<file path="src/hw/rtl/sdsched_pkg.sv">
package sdsched_pkg;

   // Request store geometry
   localparam int MAX_REQUESTS = 32;
   localparam int ADDR_W       = (MAX_REQUESTS > 1) ? $clog2(MAX_REQUESTS) : 1;
   localparam int CNT_W        = $clog2(MAX_REQUESTS + 1);
   localparam int VIS_W        = $clog2(MAX_REQUESTS + 2);

   // Field widths
   localparam int TRACK_W = 16;
   localparam int SEEK_W  = 17;
   localparam int DISK_W  = 17;
   localparam int CSR_IDX_W  = 2;
   localparam int CSR_DATA_W = 17;

   // Register indexes
   localparam logic [CSR_IDX_W-1:0] CSR_START_HEAD  = 2'd0;
   localparam logic [CSR_IDX_W-1:0] CSR_SWEEP_RIGHT = 2'd1;
   localparam logic [CSR_IDX_W-1:0] CSR_DISK_TRACKS = 2'd2;

   // Request codes
   localparam logic REQ_ADD = 1'b0;
   localparam logic REQ_RUN = 1'b1;

   // Controller states
   typedef enum logic [5:0] {
      ST_IDLE    = 6'b000001,
      ST_INS     = 6'b000010,
      ST_INS_PUT = 6'b000100,
      ST_SCAN    = 6'b001000,
      ST_SETUP   = 6'b010000,
      ST_EMIT    = 6'b100000
   } state_type;

endpackage

</file>
<file path="src/hw/rtl/scan_disk_scheduler_core.sv">
// Channel    Direction  Handshake               Payload
// req_       in         req_valid / req_ready   req_type, req_track
// rsp_       out        rsp_valid / rsp_ready   rsp_served_track, rsp_seek_total,
//                                               rsp_is_last, rsp_overflowed
// csr_       in         csr_we                  csr_index, csr_wdata
//
// An add into an empty or a full store is handled at once; else the store is kept sorted
// by shifting each stored track the new one moves past up one entry, one entry per cycle,
// through the RAM's write port and registered read port. A run counts the entries below and
// at the head, takes a setup step, then for each stored visit does a RAM read, then a compare
// and emit; it also emits the end track, turns at the sweep end and finishes.
// Synchronous reset empties the store at once through its fill count; no clearing pass.
// A stalled rsp_ready holds the emit sequence; requests are taken only while no add or run
// is in progress.
module scan_disk_scheduler_core (
   input  logic                                   clock,
   input  logic                                   reset,
   input  logic                                   req_valid,
   output logic                                   req_ready,
   input  logic                                   req_type,
   input  logic [sdsched_pkg::TRACK_W-1:0]        req_track,
   output logic                                   rsp_valid,
   input  logic                                   rsp_ready,
   output logic [sdsched_pkg::TRACK_W-1:0]        rsp_served_track,
   output logic [sdsched_pkg::SEEK_W-1:0]         rsp_seek_total,
   output logic                                   rsp_is_last,
   output logic                                   rsp_overflowed,
   input  logic                                   csr_we,
   input  logic [sdsched_pkg::CSR_IDX_W-1:0]      csr_index,
   input  logic [sdsched_pkg::CSR_DATA_W-1:0]     csr_wdata
);

   localparam int AW = sdsched_pkg::ADDR_W;
   localparam int CW = sdsched_pkg::CNT_W;
   localparam int VW = sdsched_pkg::VIS_W;
   localparam int TW = sdsched_pkg::TRACK_W;
   localparam int SW = sdsched_pkg::SEEK_W;
   localparam logic [CW-1:0] MAX_CNT = CW'(sdsched_pkg::MAX_REQUESTS);

   // Configuration registers
   logic [TW-1:0]                  start_head_ff;
   logic                           sweep_right_ff;
   logic [sdsched_pkg::DISK_W-1:0] disk_tracks_ff;

   // Request store
   logic [TW-1:0] store_mem [sdsched_pkg::MAX_REQUESTS];
   logic [TW-1:0] rdata_ff;
   logic [AW-1:0] raddr;
   logic          mem_we;
   logic [AW-1:0] mem_waddr;
   logic [TW-1:0] mem_wdata;

   // Control state
   sdsched_pkg::state_type state_ff, state_in;
   logic [CW-1:0] count_ff, count_in;
   logic          ovf_ff, ovf_in;
   logic [TW-1:0] key_ff, key_in;
   logic [AW-1:0] hole_ff, hole_in;
   logic [CW-1:0] scan_ptr_ff, scan_ptr_in;
   logic [CW-1:0] nlo_ff, nlo_in;
   logic [CW-1:0] nle_ff, nle_in;
   logic          seg_ff, seg_in;
   logic          asc_ff, asc_in;
   logic [AW-1:0] ptr_ff, ptr_in;
   logic [CW-1:0] len_ff, len_in;
   logic [TW-1:0] ext_ff, ext_in;
   logic          ext_pend_ff, ext_pend_in;
   logic          ext_read_ff, ext_read_in;
   logic [VW-1:0] rem_ff, rem_in;
   logic [TW-1:0] pos_ff, pos_in;
   logic [SW-1:0] seek_ff, seek_in;

   // Output register
   logic          rsp_valid_ff, rsp_valid_in;
   logic [TW-1:0] rsp_track_ff, rsp_track_in;
   logic [SW-1:0] rsp_seek_ff, rsp_seek_in;
   logic          rsp_last_ff, rsp_last_in;
   logic          rsp_ovf_ff, rsp_ovf_in;

   logic          req_fire;
   logic          out_free;
   logic          load_out;
   logic [TW-1:0] load_val;
   logic [TW-1:0] end_track;
   logic [TW-1:0] step_dist;
   logic [SW:0]   seek_sum;
   logic          take_ext;

   assign req_ready = (state_ff == sdsched_pkg::ST_IDLE);
   assign req_fire  = req_valid && req_ready;
   assign out_free  = !rsp_valid_ff || rsp_ready;

   assign rsp_valid        = rsp_valid_ff;
   assign rsp_served_track = rsp_track_ff;
   assign rsp_seek_total   = rsp_seek_ff;
   assign rsp_is_last      = rsp_last_ff;
   assign rsp_overflowed   = rsp_ovf_ff;

   // Right end track, with disk size clamped to 1..65536
   always_comb begin
      if (disk_tracks_ff == '0) begin
         end_track = '0;
      end else if (disk_tracks_ff[sdsched_pkg::DISK_W-1] &&
                   (disk_tracks_ff[sdsched_pkg::DISK_W-2:0] != '0)) begin
         end_track = '1;
      end else begin
         end_track = TW'(disk_tracks_ff - 1'b1);
      end
   end

   // Seek step toward the value being emitted, saturating
   assign step_dist = (load_val > pos_ff) ? (load_val - pos_ff) : (pos_ff - load_val);
   assign seek_sum  = {1'b0, seek_ff} + {{(SW + 1 - TW){1'b0}}, step_dist};

   // End track goes out ahead of the stored entry when it sorts before it
   assign take_ext = !seg_ff && ext_pend_ff &&
                     (asc_ff ? (ext_ff < rdata_ff) : (rdata_ff < ext_ff));

   // Main sequencer
   always_comb begin
      state_in    = state_ff;
      count_in    = count_ff;
      ovf_in      = ovf_ff;
      key_in      = key_ff;
      hole_in     = hole_ff;
      scan_ptr_in = scan_ptr_ff;
      nlo_in      = nlo_ff;
      nle_in      = nle_ff;
      seg_in      = seg_ff;
      asc_in      = asc_ff;
      ptr_in      = ptr_ff;
      len_in      = len_ff;
      ext_in      = ext_ff;
      ext_pend_in = ext_pend_ff;
      ext_read_in = ext_read_ff;
      rem_in      = rem_ff;
      raddr       = ptr_ff;
      mem_we      = 1'b0;
      mem_waddr   = hole_ff;
      mem_wdata   = key_ff;
      load_out    = 1'b0;
      load_val    = rdata_ff;

      case (state_ff)
         sdsched_pkg::ST_IDLE: begin
            if (req_fire && (req_type == sdsched_pkg::REQ_ADD)) begin
               if (count_ff == MAX_CNT) begin
                  ovf_in = 1'b1;
               end else if (count_ff == '0) begin
                  mem_we    = 1'b1;
                  mem_waddr = '0;
                  mem_wdata = req_track;
                  count_in  = count_ff + 1'b1;
               end else begin
                  key_in   = req_track;
                  hole_in  = AW'(count_ff);
                  raddr    = AW'(count_ff - 1'b1);
                  state_in = sdsched_pkg::ST_INS;
               end
            end else if (req_fire) begin
               nlo_in = '0;
               nle_in = '0;
               if (count_ff == '0) begin
                  state_in = sdsched_pkg::ST_SETUP;
               end else begin
                  raddr       = '0;
                  scan_ptr_in = CW'(1);
                  state_in    = sdsched_pkg::ST_SCAN;
               end
            end
         end

         // rdata holds the entry just below the hole
         sdsched_pkg::ST_INS: begin
            mem_we = 1'b1;
            if (rdata_ff > key_ff) begin
               mem_wdata = rdata_ff;
               hole_in   = hole_ff - 1'b1;
               if (hole_ff == AW'(1)) begin
                  state_in = sdsched_pkg::ST_INS_PUT;
               end else begin
                  raddr = hole_ff - AW'(2);
               end
            end else begin
               count_in = count_ff + 1'b1;
               state_in = sdsched_pkg::ST_IDLE;
            end
         end

         sdsched_pkg::ST_INS_PUT: begin
            mem_we    = 1'b1;
            mem_waddr = '0;
            count_in  = count_ff + 1'b1;
            state_in  = sdsched_pkg::ST_IDLE;
         end

         // Count entries below and at the head
         sdsched_pkg::ST_SCAN: begin
            if (rdata_ff < start_head_ff) begin
               nlo_in = nlo_ff + 1'b1;
            end
            if (rdata_ff <= start_head_ff) begin
               nle_in = nle_ff + 1'b1;
            end
            if (scan_ptr_ff < count_ff) begin
               raddr       = AW'(scan_ptr_ff);
               scan_ptr_in = scan_ptr_ff + 1'b1;
            end else begin
               state_in = sdsched_pkg::ST_SETUP;
            end
         end

         // First sweep leg, end track pending
         sdsched_pkg::ST_SETUP: begin
            seg_in      = 1'b0;
            ext_pend_in = 1'b1;
            ext_read_in = 1'b0;
            rem_in      = VW'(count_ff - (nle_ff - nlo_ff)) + 1'b1;
            if (sweep_right_ff) begin
               asc_in = 1'b1;
               ptr_in = AW'(nle_ff);
               len_in = count_ff - nle_ff;
               ext_in = end_track;
            end else begin
               asc_in = 1'b0;
               ptr_in = AW'(nlo_ff - 1'b1);
               len_in = nlo_ff;
               ext_in = '0;
            end
            state_in = sdsched_pkg::ST_EMIT;
         end

         // ext_read_ff marks that rdata holds the entry at ptr
         sdsched_pkg::ST_EMIT: begin
            if (len_ff == '0) begin
               if (!seg_ff && ext_pend_ff) begin
                  if (out_free) begin
                     load_out    = 1'b1;
                     load_val    = ext_ff;
                     ext_pend_in = 1'b0;
                  end
               end else if (!seg_ff) begin
                  seg_in      = 1'b1;
                  asc_in      = !asc_ff;
                  ext_read_in = 1'b0;
                  if (sweep_right_ff) begin
                     ptr_in = AW'(nlo_ff - 1'b1);
                     len_in = nlo_ff;
                  end else begin
                     ptr_in = AW'(nle_ff);
                     len_in = count_ff - nle_ff;
                  end
               end else begin
                  count_in = '0;
                  ovf_in   = 1'b0;
                  state_in = sdsched_pkg::ST_IDLE;
               end
            end else if (!ext_read_ff) begin
               ext_read_in = 1'b1;
            end else if (out_free) begin
               load_out = 1'b1;
               if (take_ext) begin
                  load_val    = ext_ff;
                  ext_pend_in = 1'b0;
               end else begin
                  len_in      = len_ff - 1'b1;
                  ptr_in      = asc_ff ? (ptr_ff + 1'b1) : (ptr_ff - 1'b1);
                  ext_read_in = 1'b0;
               end
            end
         end

         default: begin
            state_in = sdsched_pkg::ST_IDLE;
         end
      endcase
   end

   // Output register and running seek
   always_comb begin
      rsp_valid_in = rsp_valid_ff;
      rsp_track_in = rsp_track_ff;
      rsp_seek_in  = rsp_seek_ff;
      rsp_last_in  = rsp_last_ff;
      rsp_ovf_in   = rsp_ovf_ff;
      pos_in       = pos_ff;
      seek_in      = seek_ff;
      if (state_ff == sdsched_pkg::ST_SETUP) begin
         pos_in  = start_head_ff;
         seek_in = '0;
      end
      if (rsp_valid_ff && rsp_ready) begin
         rsp_valid_in = 1'b0;
      end
      if (load_out) begin
         rsp_valid_in = 1'b1;
         rsp_track_in = load_val;
         rsp_seek_in  = seek_sum[SW] ? '1 : seek_sum[SW-1:0];
         rsp_last_in  = (rem_ff == VW'(1));
         rsp_ovf_in   = ovf_ff;
         pos_in       = load_val;
         seek_in      = seek_sum[SW] ? '1 : seek_sum[SW-1:0];
      end
   end

   // Store: one write and one registered read per cycle
   always_ff @(posedge clock) begin
      if (mem_we) begin
         store_mem[mem_waddr] <= mem_wdata;
      end
      rdata_ff <= store_mem[raddr];
   end

   // Control and configuration registers
   always_ff @(posedge clock) begin
      if (reset) begin
         state_ff       <= sdsched_pkg::ST_IDLE;
         count_ff       <= '0;
         ovf_ff         <= 1'b0;
         rsp_valid_ff   <= 1'b0;
         start_head_ff  <= '0;
         sweep_right_ff <= 1'b0;
         disk_tracks_ff <= 17'h10000;
         ext_pend_ff    <= 1'b0;
         ext_read_ff    <= 1'b0;
      end else begin
         state_ff     <= state_in;
         count_ff     <= count_in;
         ovf_ff       <= ovf_in;
         rsp_valid_ff <= rsp_valid_in;
         ext_pend_ff  <= ext_pend_in;
         ext_read_ff  <= ext_read_in;
         if (csr_we) begin
            case (csr_index)
               sdsched_pkg::CSR_START_HEAD:  start_head_ff  <= csr_wdata[TW-1:0];
               sdsched_pkg::CSR_SWEEP_RIGHT: sweep_right_ff <= csr_wdata[0];
               sdsched_pkg::CSR_DISK_TRACKS: disk_tracks_ff <= csr_wdata;
               default: ;
            endcase
         end
      end
   end

   // Datapath registers
   always_ff @(posedge clock) begin
      key_ff       <= key_in;
      hole_ff      <= hole_in;
      scan_ptr_ff  <= scan_ptr_in;
      nlo_ff       <= nlo_in;
      nle_ff       <= nle_in;
      seg_ff       <= seg_in;
      asc_ff       <= asc_in;
      ptr_ff       <= ptr_in;
      len_ff       <= len_in;
      ext_ff       <= ext_in;
      rem_ff       <= load_out ? (rem_in - 1'b1) : rem_in;
      pos_ff       <= pos_in;
      seek_ff      <= seek_in;
      rsp_track_ff <= rsp_track_in;
      rsp_seek_ff  <= rsp_seek_in;
      rsp_last_ff  <= rsp_last_in;
      rsp_ovf_ff   <= rsp_ovf_in;
   end

endmodule
</file>
<file path="config.mk">
export PLATFORM = sky130hd
export DESIGN_NAME = scan_disk_scheduler_core
export DESIGN_NICKNAME = d
export VERILOG_FILES = /design/src/hw/rtl/sdsched_pkg.sv /design/src/hw/rtl/scan_disk_scheduler_core.sv
export SDC_FILE = /design/constraint.sdc
export NUM_CORES = 1
export LEC_CHECK = 0
export BUFFER_PORTS_ARGS = -buffer_cell sky130_fd_sc_hd__buf_2
export CORE_MARGIN = 2
export CORE_UTILIZATION = 55
export CTS_CLUSTER_DIAMETER = 30
export DETAILED_ROUTE_END_ITERATION = 7
export PLACE_DENSITY_LB_ADDON = 0.1
export SLEW_MARGIN = 20
export SYNTH_ARGS = -nofsm -noshare
export SYNTH_HDL_FRONTEND = slang
export SYNTH_SLANG_ARGS = --single-unit
export TNS_END_PERCENT = 50
</file>
<file path="constraint.sdc">
create_clock -name clock -period 24 [get_ports clock]
set_input_delay 0 -clock clock [delete_from_list [all_inputs] [get_ports clock]]
set_output_delay 0 -clock clock [all_outputs]
set_load 0.01 [all_outputs]
</file>
==> flow_metrics.py <==
metrics = {
    "floorplanning": {
        "io_pins": 78,
        "die_h_um": 250,
        "die_w_um": 250,
        "fp-row-count": 90,
        "initial_core_util_pct": 55.5,
        "core_mm2": 0.0601,
        "die-area_mm2": 0.0627,
    },
    "power": {
        "power.leakage_nw": 14.7,
        "ir_worst_vdd_mv": 0.102,
        "p_seq_share_pct": 30.2,
        "p_clk_share_pct": 36.3,
        "p_int_w": 0.00352,
        "finalPower_w": 0.00531,
        "p_per_area_mw_per_mm2": 132,
        "combPwrFrac_pct": 33.5,
        "power_switching_w": 0.00179,
        "netSwitchingFraction_pct": 33.7,
    },
    "timing": {
        "layout_min_cycle_time_ns": 9.37,
        "tightest_slew_ns": 1.11,
        "finClkSkew_ns": 0.0286,
        "fin_ws_ns": 14.63,
        "slew_headroom_pct": 26.3,
        "fmax_ghz": 0.107,
        "final_max_slew_viol_count": 0,
        "period_share_pct": 39.0,
        "rsz0062_at_grt": "no",
        "setup_tns_ns": 0,
        "finalHoldViolCount": 0,
        "setup_viol_count_final": 0,
        "hold_slack_ns": 0.0699,
    },
    "worst_setup_path": {
        "critPathMaxStageDelay_ns": 0.65,
        "cpMostUsedCell": "o21ai_0",
        "cp.required_ns": 24.45,
        "endpoint_kind": "flip-flop",
        "crit_slowest_cell": "o41ai_1",
        "crit_arrival_ns": 9.82,
        "critPathKind": "reg -> reg",
        "worstSetupStartpointType": "flip-flop",
        "worstPathMaxFanout": 31,
    },
    "logic_synthesis": {
        "synthCells": 2412,
        "ys_ff_latch": 720,
        "syn_nets": 2592,
        "yosysSeqAreaShare_pct": 62.6,
        "async_flop_share_pct": 0,
        "synth_edf_count": 648,
        "synth_ff_type": "edfxtp_1",
        "ys.warnings.count": 0,
        "postSynthAreaPerCell_um2": 13.8,
        "synth_area_mm2": 0.0334,
        "ys_types": 75,
    },
    "drt": {
        "drc": 0,
        "drtPass1Iterations": 5,
        "via_per_inst": 6.07,
        "drt-total-wl_mm": 86.1,
        "num_vias": 21500,
        "post_drt_wl_per_cell_um": 24.3,
        "ant_nets": 0,
        "drt_iter0_drc": 2019,
    },
    "layout": {
        "syn2layout_area_growth_pct": 20.3,
        "nets": 2823,
        "drive_above_1_share_pct": 18.0,
        "layout_common_cells": "edfxtp_1, nand2_1, clkbuf_16",
        "layout_commonest_cell": "edfxtp_1",
        "postLayoutCellArea_mm2": 0.0401,
    },
    "clock_tree": {
        "cts_buffers": 138,
        "htree_levels": 4,
        "clk_latency_ns": 0.72,
        "clk_pin_slew_worst_paths_ns": 0.05,
        "cts_buffer_depth": 3,
        "cts_tree": "yes",
        "clkSinkCount": 720,
        "root_buffer": "clkbuf_16",
    },
    "worst_hold_path": {
        "min_path_type": "in -> reg",
    },
    "placement": {
        "io_buffers": 77,
        "gp_congestion": 0.913,
        "dpl_worst_slack_ns": 14.35,
        "dp_hpwl_mm": 55.0,
        "place_area_mm2": 0.0348,
    },
    "global_route": {
        "grt_max_degree": 116,
        "grt_use_total_pct": 28.0,
        "grt_pass1_vias": 21800,
        "grt_overflow": 0,
        "antenna_found_initial": 1,
        "grt_pass1_wl_mm": 131,
    },
    "run": {
        "drv_cap": 0,
    },
    "run_status": {
        "status": "complete, no violations",
    },
}
==> per-stage QoR <==
stage               instances  util [%]
floorplan                2412         -
global placement         3220      57.8
detailed placement       3220      57.8
CTS                      3538      66.7
global route             3538      66.8
finish                   3541      66.8
==> area by class of cell <==
type	instances	area, um2
sequential	720	20900
fill	4284	20000
multi-input combinational	1456	11600
clock buffer	168	3680
timing repair buffer	190	1410
clock inverter	85	1040
tap	782	978
inverter	137	514
antenna	3	7.51
==> sequential cells by signal, summed over array words and instances (netlist names), 16 cells and up <==
| signal | cells |
|---|---|
| rsp_seek_total | 17 |
| ext_ff | 16 |
| start_head_ff | 16 |
| store_mem | 512 |
| pos_ff | 16 |
| rsp_served_track | 16 |
| rdata_ff | 16 |
| seek_ff | 17 |
| disk_tracks_ff | 17 |
| key_ff | 16 |
==> critical path: cells and delay by family (launching register included) <==
kind,cells,cell delay (ns)
buf+inv,2,0.78
simple gates,7,1.07
mux,2,0.56
flops,1,0.48
xor+xnor,1,0.14
fa+ha+maj,4,1.31
compound gates,20,4.72
==> routing by layer <==
metal  track usage (%)  vias up  wire length, um
met5                 0        -                0
met2              46.8      825            42800
met3              5.51      156             5840
met1              37.3    10800            35500
met4              8.67        0             2010
li1                  -     9687                -
==> logic make-up (layout without fill, tap and decap cells) <==
logic type,count (synthesis),after routing,synth area share (%)
flip-flops,720,720,62.6
XOR/XNOR,87,87,2.28
AND/OR/NAND/NOR,593,593,8.39
AO/OA/AOI/OAI,434,434,8.64
other,0,3,0
multiplexers,203,203,9.68
buffers and inverters,236,580,2.98
adder cells (fa/ha/maj),139,139,5.43
==> worst paths after layout <==
kind                                       start                to  slack, ns  cells past startpoint
worst min-delay path               req_track[15]        key_ff[15]       0.07                      2
worst max-delay path                 rdata_ff[3]        seek_ff[5]      14.63                     36
worst min register to register  start_head_ff[5]  start_head_ff[5]       0.49                      2
worst max register to register       rdata_ff[3]        seek_ff[5]      14.63                     36
==> power by group through the flow <==
stage                     Sequential (W)  Combinational (W)  Clock, W
after floorplan                  0.00159            0.00130         0
after global placement           0.00162            0.00174         0
after detailed placement         0.00162            0.00176         0
after CTS                        0.00160            0.00178   0.00195
after global routing             0.00161            0.00196   0.00201
final                            0.00160            0.00178   0.00193
==> timing repair <==
action,in CTS,in global routing
hold buffers,65,0
endpoints found under the hold margin,79,0
endpoints found under the setup margin,0,0
gates resized for setup,0,0
buffers inserted,0,0
==> synth_stat cells, drive strengths merged, types with 4 or more instances <==
master  number  area share, %
a221o        4           0.12
mux2i       89            2.7
or3          4          0.075
a21boi      10           0.22
xnor2       57            1.5
a222oi      16           0.48
and2        20           0.37
nand2      224            2.5
nor3        33           0.53
xor2        30           0.79
a211oi       8           0.18
o21ai       82            1.2
a22oi       21           0.47
o211ai      17           0.38
clkbuf      61           0.69
a31oi        9           0.17
o22ai        7           0.13
mux4        94            6.3
o21bai       6           0.13
mux2        20           0.67
a21oi      128            1.9
edfxtp     648             58
nand4b       6           0.16
o21a        20           0.45
and3         8           0.15
fa          10           0.60
o31ai        4           0.13
a221oi      25           0.69
o221ai       8           0.21
a21o        34           0.76
nand3b       4          0.090
nand3       55           0.82
nor4         7           0.13
nor2       128            1.4
ha         129            4.8
buf         38           0.75
a22o        16           0.42
dfxtp       72            4.3
nand2b      35           0.66
nor2b       21           0.39
inv        137            1.5
nand4       30           0.58
No activity file was read; power rests on OpenSTA's default activity.
